$ cat src/rtl/core/tacpu_pkg.sv
// Shared types and constants of the accumulator machine.
// Depends on nothing; used by the top level and the sequencer.
package tacpu_pkg;

    localparam int MEMORY_WORDS = 32;
    localparam int ADDR_W       = $clog2(MEMORY_WORDS);
    localparam int DATA_W       = 8;
    localparam int OPC_W        = DATA_W - ADDR_W;
    localparam int STEP_W       = 16;

    localparam logic [ADDR_W-1:0] LAST_ADDR        = ADDR_W'(MEMORY_WORDS - 1);
    localparam logic [STEP_W-1:0] STEP_LIMIT_RESET = {STEP_W{1'b1}};

    typedef enum logic [OPC_W-1:0] {
        OP_STA = 3'd0,
        OP_LDA = 3'd1,
        OP_BEQ = 3'd2,
        OP_NOP = 3'd3,
        OP_DEC = 3'd4,
        OP_INC = 3'd5,
        OP_JMP = 3'd6,
        OP_HLT = 3'd7
    } t_opcode;

    typedef enum logic [2:0] {
        S_LOAD,
        S_FETCH,
        S_EXEC,
        S_LDACC,
        S_DONE
    } t_state;

    typedef struct packed {
        logic              we;
        logic [ADDR_W-1:0] waddr;
        logic [DATA_W-1:0] wdata;
        logic [ADDR_W-1:0] raddr;
    } t_mem_req;

endpackage

$ cat src/rtl/core/tiny_accumulator_cpu.sv
// Accumulator machine: a byte is taken each cycle while busy is low and start is high; the 32nd byte starts a run.
// A run steps each instruction through FETCH and EXEC, LDA also through LDACC, as the RAM read is registered.
// The result strobe comes in the cycle after the halting or timed-out step; busy drops after it.
// Synchronous active-low reset clears counters, accumulator and state; the step limit resets to 65535.
module tiny_accumulator_cpu (
    input  logic                               i_clk,
    input  logic                               i_rst_n,
    input  logic                               i_start,
    output logic                               o_busy,
    input  logic [tacpu_pkg::DATA_W-1:0]       i_program_byte,
    output logic                               o_done,
    output logic [tacpu_pkg::DATA_W-1:0]       o_accumulator_value,
    output logic                               o_timed_out,
    input  logic                               i_cfg_valid,
    output logic                               o_cfg_ready,
    input  logic [tacpu_pkg::STEP_W-1:0]       i_cfg_data
);

    logic [tacpu_pkg::STEP_W-1:0] r_step_limit;
    tacpu_pkg::t_mem_req          w_mem;
    logic [tacpu_pkg::DATA_W-1:0] w_rdata;

    assign o_cfg_ready = 1'b1;

    always_ff @(posedge i_clk) begin
        if (!i_rst_n) begin
            r_step_limit <= tacpu_pkg::STEP_LIMIT_RESET;
        end else if (i_cfg_valid && o_cfg_ready) begin
            r_step_limit <= i_cfg_data;
        end
    end

    tacpu_ram #(
        .WIDTH (tacpu_pkg::DATA_W),
        .DEPTH (tacpu_pkg::MEMORY_WORDS)
    ) u_ram (
        .i_clk   (i_clk),
        .i_we    (w_mem.we),
        .i_waddr (w_mem.waddr),
        .i_wdata (w_mem.wdata),
        .i_raddr (w_mem.raddr),
        .o_rdata (w_rdata)
    );

    tacpu_seq u_seq (
        .i_clk               (i_clk),
        .i_rst_n             (i_rst_n),
        .i_start             (i_start),
        .i_program_byte      (i_program_byte),
        .i_step_limit        (r_step_limit),
        .i_rdata             (w_rdata),
        .o_mem               (w_mem),
        .o_busy              (o_busy),
        .o_done              (o_done),
        .o_accumulator_value (o_accumulator_value),
        .o_timed_out         (o_timed_out)
    );

endmodule

$ cat src/rtl/core/tacpu_ram.sv
// Generic single-port-write, single-port-read RAM with a registered read.
// Depends on nothing.
module tacpu_ram #(
    parameter int WIDTH = 8,
    parameter int DEPTH = 32
) (
    input  logic                     i_clk,
    input  logic                     i_we,
    input  logic [$clog2(DEPTH)-1:0] i_waddr,
    input  logic [WIDTH-1:0]         i_wdata,
    input  logic [$clog2(DEPTH)-1:0] i_raddr,
    output logic [WIDTH-1:0]         o_rdata
);

    logic [WIDTH-1:0] r_mem [DEPTH];
    logic [WIDTH-1:0] r_rdata;

    always_ff @(posedge i_clk) begin
        if (i_we) begin
            r_mem[i_waddr] <= i_wdata;
        end
        r_rdata <= r_mem[i_raddr];
    end

    assign o_rdata = r_rdata;

endmodule

$ cat src/rtl/core/tacpu_seq.sv
// Sequencer of the accumulator machine: load counter, fetch and execute control.
// Depends on tacpu_pkg; drives the program memory through a request struct.
module tacpu_seq (
    input  logic                                i_clk,
    input  logic                                i_rst_n,
    input  logic                                i_start,
    input  logic [tacpu_pkg::DATA_W-1:0]        i_program_byte,
    input  logic [tacpu_pkg::STEP_W-1:0]        i_step_limit,
    input  logic [tacpu_pkg::DATA_W-1:0]        i_rdata,
    output tacpu_pkg::t_mem_req                 o_mem,
    output logic                                o_busy,
    output logic                                o_done,
    output logic [tacpu_pkg::DATA_W-1:0]        o_accumulator_value,
    output logic                                o_timed_out
);

    tacpu_pkg::t_state                  r_state, n_state;
    logic [tacpu_pkg::ADDR_W-1:0]       r_load_count, n_load_count;
    logic [tacpu_pkg::ADDR_W-1:0]       r_pc, n_pc;
    logic [tacpu_pkg::DATA_W-1:0]       r_acc, n_acc;
    logic [tacpu_pkg::STEP_W-1:0]       r_steps, n_steps;
    logic                               r_timed_out, n_timed_out;

    tacpu_pkg::t_opcode                 w_opc;
    logic [tacpu_pkg::ADDR_W-1:0]       w_arg;
    logic                               w_limit_hit;

    assign w_opc       = tacpu_pkg::t_opcode'(i_rdata[tacpu_pkg::DATA_W-1:tacpu_pkg::ADDR_W]);
    assign w_arg       = i_rdata[tacpu_pkg::ADDR_W-1:0];
    assign w_limit_hit = (r_steps == i_step_limit);

    always_comb begin
        n_state = r_state;
        unique case (r_state)
            tacpu_pkg::S_LOAD: begin
                if (i_start && (r_load_count == tacpu_pkg::LAST_ADDR)) begin
                    n_state = tacpu_pkg::S_FETCH;
                end
            end
            tacpu_pkg::S_FETCH: begin
                n_state = w_limit_hit ? tacpu_pkg::S_DONE : tacpu_pkg::S_EXEC;
            end
            tacpu_pkg::S_EXEC: begin
                unique case (w_opc)
                    tacpu_pkg::OP_LDA: n_state = tacpu_pkg::S_LDACC;
                    tacpu_pkg::OP_HLT: n_state = tacpu_pkg::S_DONE;
                    default:           n_state = tacpu_pkg::S_FETCH;
                endcase
            end
            tacpu_pkg::S_LDACC: n_state = tacpu_pkg::S_FETCH;
            tacpu_pkg::S_DONE:  n_state = tacpu_pkg::S_LOAD;
            default:            n_state = tacpu_pkg::S_LOAD;
        endcase
    end

    always_comb begin
        n_load_count = r_load_count;
        n_pc         = r_pc;
        n_acc        = r_acc;
        n_steps      = r_steps;
        n_timed_out  = r_timed_out;
        o_mem        = '0;
        o_mem.raddr  = r_pc;
        o_busy       = 1'b1;
        o_done       = 1'b0;
        unique case (r_state)
            tacpu_pkg::S_LOAD: begin
                o_busy = 1'b0;
                if (i_start) begin
                    o_mem.we     = 1'b1;
                    o_mem.waddr  = r_load_count;
                    o_mem.wdata  = i_program_byte;
                    n_load_count = r_load_count + 1'b1;
                    n_pc         = '0;
                    n_acc        = '0;
                    n_steps      = '0;
                end
            end
            tacpu_pkg::S_FETCH: begin
                if (w_limit_hit) begin
                    n_timed_out = 1'b1;
                end else begin
                    n_steps = r_steps + 1'b1;
                    n_pc    = r_pc + 1'b1;
                end
            end
            tacpu_pkg::S_EXEC: begin
                o_mem.raddr = w_arg;
                unique case (w_opc)
                    tacpu_pkg::OP_STA: begin
                        o_mem.we    = 1'b1;
                        o_mem.waddr = w_arg;
                        o_mem.wdata = r_acc;
                    end
                    tacpu_pkg::OP_BEQ: begin
                        if (r_acc == '0) begin
                            n_pc = w_arg;
                        end
                    end
                    tacpu_pkg::OP_DEC: n_acc = r_acc - 1'b1;
                    tacpu_pkg::OP_INC: n_acc = r_acc + 1'b1;
                    tacpu_pkg::OP_JMP: n_pc = w_arg;
                    tacpu_pkg::OP_HLT: n_timed_out = 1'b0;
                    default: ;
                endcase
            end
            tacpu_pkg::S_LDACC: n_acc = i_rdata;
            tacpu_pkg::S_DONE:  o_done = 1'b1;
            default: ;
        endcase
    end

    always_ff @(posedge i_clk) begin
        if (!i_rst_n) begin
            r_state      <= tacpu_pkg::S_LOAD;
            r_load_count <= '0;
            r_pc         <= '0;
            r_acc        <= '0;
            r_steps      <= '0;
            r_timed_out  <= 1'b0;
        end else begin
            r_state      <= n_state;
            r_load_count <= n_load_count;
            r_pc         <= n_pc;
            r_acc        <= n_acc;
            r_steps      <= n_steps;
            r_timed_out  <= n_timed_out;
        end
    end

    assign o_accumulator_value = r_acc;
    assign o_timed_out         = r_timed_out;

endmodule

$ cat config.mk
export PLATFORM = sky130hd
export DESIGN_NAME = tiny_accumulator_cpu
export DESIGN_NICKNAME = d
export VERILOG_FILES = /design/src/rtl/core/tacpu_pkg.sv /design/src/rtl/core/tiny_accumulator_cpu.sv /design/src/rtl/core/tacpu_ram.sv /design/src/rtl/core/tacpu_seq.sv
export SDC_FILE = /design/constraint.sdc
export NUM_CORES = 1
export LEC_CHECK = 0
export BUFFER_PORTS_ARGS = -buffer_cell sky130_fd_sc_hd__buf_2
export CAP_MARGIN = 20
export CORE_AREA = 2 2 169 171
export DETAILED_ROUTE_END_ITERATION = 7
export DIE_AREA = 0 0 171 173
export HOLD_SLACK_MARGIN = 0.06
export MAX_ROUTING_LAYER = met4
export PLACE_DENSITY = 0.74
export SLEW_MARGIN = 5
export SYNTH_ARGS = -nofsm -noshare
export SYNTH_HDL_FRONTEND = slang
export SYNTH_SLANG_ARGS = --single-unit
export TNS_END_PERCENT = 50
$ cat constraint.sdc
create_clock -name i_clk -period 6.56 [get_ports i_clk]
set_clock_uncertainty 0.05 [all_clocks]
set_input_delay 1.64 -clock i_clk [delete_from_list [all_inputs] [get_ports i_clk]]
set_output_delay 1.64 -clock i_clk [all_outputs]
set_load 0.05 [all_outputs]
Yosys cells after proc, flatten, opt, wreduce, memory -nomap -nowiden
Memories as Yosys holds them, arrays and structs flattened. A register that Yosys moved wholly into a read port is not among the register bits.
Index checks and enable logic that the tools add are counted.

operators by class
  div/mod/pow operators = 0
  $mul = 0
  magnitude comparators = 0
  reductions and logical operators = 13
  bitwise operators = 0
  mux-type cells = 26
  equality and inequality tests = 20
  add/sub/neg operators = 5
  shift-type cells = 0

operators by type and width
  cell                                                  count
  two-way mux 16 bit                                    2
  case mux 16 bit (2 select lines)                      1
  two-way mux 14 bit                                    2
  case mux 14 bit (2 select lines)                      1
  case mux 8 bit (3 select lines)                       1
  two-way mux 5 bit                                     4
  adder 16 x 1 -> 16 bit (second input constant)        1
  equality test 16 bit                                  1
  case mux 8 bit (2 select lines)                       1
  equality test 3 bit (second input constant)           5
  case mux 5 bit (3 select lines)                       1
  case mux 3 bit (4 select lines)                       1
  adder 5 x 1 -> 5 bit (second input constant)          2
  case mux 5 bit (2 select lines)                       1
  equality test 3 x 2 -> 1 bit (second input constant)  3
  AND reduction 3 bit                                   3
  adder 8 x 1 -> 8 bit (second input constant)          1
  logical NOT 8 bit                                     1
  two-way mux 8 bit                                     1
  subtractor 8 x 1 -> 8 bit (second input constant)     1
  equality test 3 x 1 -> 1 bit (second input constant)  2
  logical NOT 3 bit                                     2
  two-way mux 1 bit                                     6
  two-way mux 3 bit                                     2
  other kinds (12)                                      18

word-level totals
  logic and storage cells = 72
  flip-flop bits (word level) = 54
  memories kept = 1
  output and inout port bits = 12
  bits in latches = 0
  memory bits (read-only) = 0
  input port bits = 28
  RAM bits = 256

memory list
  name         words  width  read ports  clocked after memory_dff  write ports  line             source
  u_ram.r_mem  32     8      1           1                         1            tacpu_ram.sv:15  logic [WIDTH-1:0] r_mem [DEPTH];

Depth between registers and ports, before layout
  depth in word-level cells = 5
  mapped depth = 10
  depth with buffers taken out = 9

Modules after synthesis
Synthesis repeated with hierarchy kept, for this count alone.

second synthesis, totals
  cells, all modules = 813
  area, all modules = 13396.6 um2

modules (own cells, without submodules)
  module                sequential area each (um2)  cells each  area each (um2)  times used
  tacpu_ram             7847.5                      417         10053.4          1
  tacpu_seq             760.7                       342         2751.4           1
  tiny_accumulator_cpu  320.3                       54          591.8            1

Worst setup path after synthesis
No wires, ideal clock.

  kind = input to register
  from = input i_start
  to = memory u_ram.r_mem[16][0], enable pin
  path slack = 3.153 ns
  required time = 6.140 ns
  arrival time = 2.987 ns
  stages on the path = 6
  buffers on the path = 1
  library setup time = 0.370 ns
  cell sequence = and2_1 > clkbuf_1 > a22oi_1 > nor2b_1 > nand2_1 > nor2_1

between the ends
  word-level cells in the longest chain between the ends = 4

ends and longest elaborated chain
  what                                     line                       source
  start, declared                          tiny_accumulator_cpu.sv:8  input logic i_start,
  two-way mux 14 bit *                     tacpu_seq.sv:69            if (i_start) begin
  case mux 14 bit (2 select lines) *       tacpu_seq.sv:66            unique case (r_state)
  two-way mux 1 bit                        tacpu_ram.sv:19            if (i_we) begin
  two-way mux 1 bit (not written as such)  tacpu_ram.sv:20            r_mem[i_waddr] <= i_wdata;
  end, declared                            tacpu_ram.sv:15

Mark *: on every way between the ends. The rest lies on a longest branch, timed or not.

Worst setup path after layout
  from = input i_start
  to = memory u_ram.r_mem[10][2], enable pin

Same word-level chain as after synthesis.

==> flow_summary.toml <==
[clock_tree]
cts_tree = "yes"
cts.sinks = 318
holdBufCountCts = 0
cts_resized = 0
post_cts_buffers = 0
clk_pin_slew_ns = 0.06
cts_root_buf = "clkbuf_16"
clk_path_buf_depth = 3
htreeDepth = 1
cts_made_buffers = 31
clkLatencyLatePin_ns = 0.58

[yosys]
async_reset_ff_share_pct = 0
netlist_instances = 1102
synth_fp_nets = 1141
ys_top_cells_by_count = "edfxtp_1 (256), nand2_1 (192), mux2i_1 (73), dfxtp_1 (62), a21oi_1 (59)"
synth_edf_count = 256
yosys_warnings = 0
synth_fa_ha_area_share_pct = 1.06
synth_top_cell_by_area = "edfxtp_1"
synth_xor_area_share_pct = 1.59
yosysTopAreaCellShare_pct = 56.0
synth.cell_area_sq_um = 13700
ys_ff_latch = 318
synth_cell_types = 66
synth_most_common_cell = "edfxtp_1"
synth_top_family_by_area = "simple AND/OR/NAND/NOR gates"
synthMuxAreaShare_pct = 6.43
ys_seq_area_share_pct = 65.0
synth_flop_cell = "edfxtp_1"
synth-simple-area-share_pct = 14.4
synth_compound_area_share_pct = 8.62
synth.area.top_cells = "edfxtp_1 (56%), dfxtp_1 (9.0%), mux2i_1 (5.3%)"
syn_area_per_cell_sq_um = 12.5

[global_routing]
grt_pass1_wl_microns = 49700
antenna_found_initial = 0
grt_max_degree = 70
grt_pass1_vias = 8681
overflow = 0
track_usage_pct = 22.4

[detailed_routing]
avgRoutedWirePerCell_microns = 21.0
via_per_inst = 5.90
via_count = 9025
finalWirelength_microns = 32200
drt_iter0_drc = 1119
antenna_left = 0
firstDrtPassIters = 6
drcViolationCount = 0

[sta]
slew_headroom_pct = 40.0
final.min_clock_period_ns = 3.63
max_clock_freq_mhz = 276
setup_viol = 0
final-hold-violation-count = 0
finalSetupTns_ns = 0
period_share_pct = 55.3
rsz0062_at_grt = "no"
worst_pin_slew_ns = 0.895
slew_violations = 0

[pwr]
p_sw_uw = 964
pwr-share-seq_pct = 51.9
p_sw_share_pct = 22.3
power_frac_comb_pct = 5.3
power.density_nw_per_um2 = 284
leakage_uw = 0.00523
p_int_uw = 3360
peakVddDrop_mv = 0.275
pwr-share-clk_pct = 42.8

[place]
gp_congestion = 0.993
detailed_place_hpwl_microns = 20400
port_buffers = 38

[critical_path]
crit_slowest_cell = "and2_1"
critPathArrivalTime_ns = 3.78
critPathRequiredTime_ns = 6.71
cp-start-kind = "input pin"
crit_type = "in2reg"
crit_path_cell_trace = "buf_2 > and2_1 > a22oi_1 > nor2b_1 > nand2_1 > nor2_1"
end_kind = "flip-flop"
path_delay_family = "simple AND/OR/NAND/NOR gates"
critPathBufInv = 1
max_stage_delay_ns = 0.67
path_max_fanout = 20

[die]
die_x_microns = 171
fp-row-count = 61
start_util_pct = 49.7
die_area_sq_um = 29600
core_sq_um = 27600
die_h_microns = 173
io_pins = 40

[final_layout]
utilization_pct = 55.2
diodes = 0
nets = 1165
multiInputGateArea_sq_um = 4440
syn_to_final_growth_pct = 11.0
nFillCells = 2297
seq_area_sq_um = 8930
drive_above_1_share_pct = 11.8

[status]
status = "finished, final reports clean"

[run]
cap_violations = 0

[min_path]
hold_class = "reg2reg"
[metal layers]
metal / GRT usage, % / wire length [microns] / part of all wire (%) / up-vias
met5: - / 0 / 0 / -
met4: 7.34 / 997 / 3.1 / 0
met3: 3.20 / 2510 / 7.8 / 67
met2: 35.4 / 15400 / 48 / 399
met1: 30.0 / 13300 / 41 / 4392
li1: - / - / - / 4167
[layout by cell type (no fill, tap or decap), types with 4 or more instances in the layout]
| master | n |
|---|---|
| clkinv_2 | 7 |
| a32oi_1 | 8 |
| nor2b_1 | 6 |
| nor4_1 | 21 |
| or3_1 | 8 |
| ha_1 | 10 |
| nor3_1 | 5 |
| o21ai_0 | 24 |
| o211a_1 | 5 |
| a21boi_0 | 10 |
| clkinvlp_4 | 4 |
| xor2_1 | 18 |
| and3_1 | 8 |
| nand2_1 | 192 |
| nand3_1 | 55 |
| buf_4 | 15 |
| bufinv_16 | 5 |
| o22ai_1 | 5 |
| nand4b_1 | 4 |
| xnor2_1 | 7 |
| mux2_2 | 11 |
| o211ai_1 | 7 |
| and2_1 | 7 |
| clkbuf_16 | 31 |
| o31ai_1 | 5 |
| o211ai_2 | 5 |
| a31oi_1 | 5 |
| buf_2 | 38 |
| mux2i_1 | 72 |
| a22oi_1 | 6 |
| nand4_1 | 24 |
| nand2b_1 | 10 |
| nand3b_1 | 4 |
| dfxtp_1 | 62 |
| edfxtp_1 | 256 |
| a21oi_1 | 59 |
| inv_1 | 8 |
| a22o_1 | 14 |
| nor2_1 | 52 |
| or4_1 | 6 |
[cell families (layout without fill, tap and decap cells)]
group           after synthesis  in the layout
mux                          86             86
xor+xnor                     25             25
flops                       318            318
other cells                   1              1
simple gates                415            415
compound gates              176            176
buf+inv                      70            119
fa+ha+maj                    11             11
[power by group through the flow]
stage                     combinational [uW]  clock, uW  sequential, uW
after global placement                   224          0            2280
after detailed placement                 228          0            2280
after CTS                                230       1880            2240
after global routing                     251       1950            2240
final                                    231       1850            2240
after floorplan                          159          0            2270
[worst reg2reg max path, stage by stage, from the launching register on]
cell     delay [ns]
dfxtp_1        0.58
or3b_1         0.73
a21oi_4        0.57
buf_4          0.52
nand2_1        0.15
a32oi_1        0.31
nand4_1        0.22
nor4_1         0.33
[final timing paths]
check / startpoint / endpoint / slack [ns] / depth (start not counted)
max: i_start / u_ram.r_mem[10][2] / 2.93 / 6
min: u_seq.o_timed_out / u_seq.o_timed_out / 0.43 / 2
max reg2reg: u_seq.r_state[1] / u_ram.o_rdata[2] / 3.00 / 7
min reg2reg: u_seq.o_timed_out / u_seq.o_timed_out / 0.43 / 2
[cell type report]
type	count	share of cell area (%)
Sequential cell	318	58.6
Tap cell	378	3.10
Multi-Input combinational cell	714	29.1
Inverter	8	0.197
Clock inverter	23	1.79
Timing Repair Buffer	53	1.99
Clock buffer	35	5.25
[per-stage QoR]
step | hold slack [ns] | instances | total power, uW | setup slack, ns | area [sq um]
finish | 0.426 | 1529 | 4330 | 2.93 | 15200
CTS | 0.438 | 1529 | 4350 | 3.02 | 15200
floorplan | 0.411 | 1102 | 2430 | 3.15 | 13700
global placement | 0.426 | 1471 | 2510 | 2.48 | 14200
global route | 0.458 | 1529 | 4450 | 2.77 | 15200
detailed placement | 0.427 | 1471 | 2510 | 2.42 | 14200
[flip-flops by register name (all words and copies together) (netlist names)]
register	cells
u_seq.r_state	3
u_seq.r_steps	16
u_seq.o_accumulator_value	8
u_seq.o_timed_out	1
u_seq.r_pc	5
u_ram.r_mem	256
u_ram.o_rdata	8
r_step_limit	16
u_seq.r_load_count	5
Note: power is estimated with default switching activity, not from simulation.
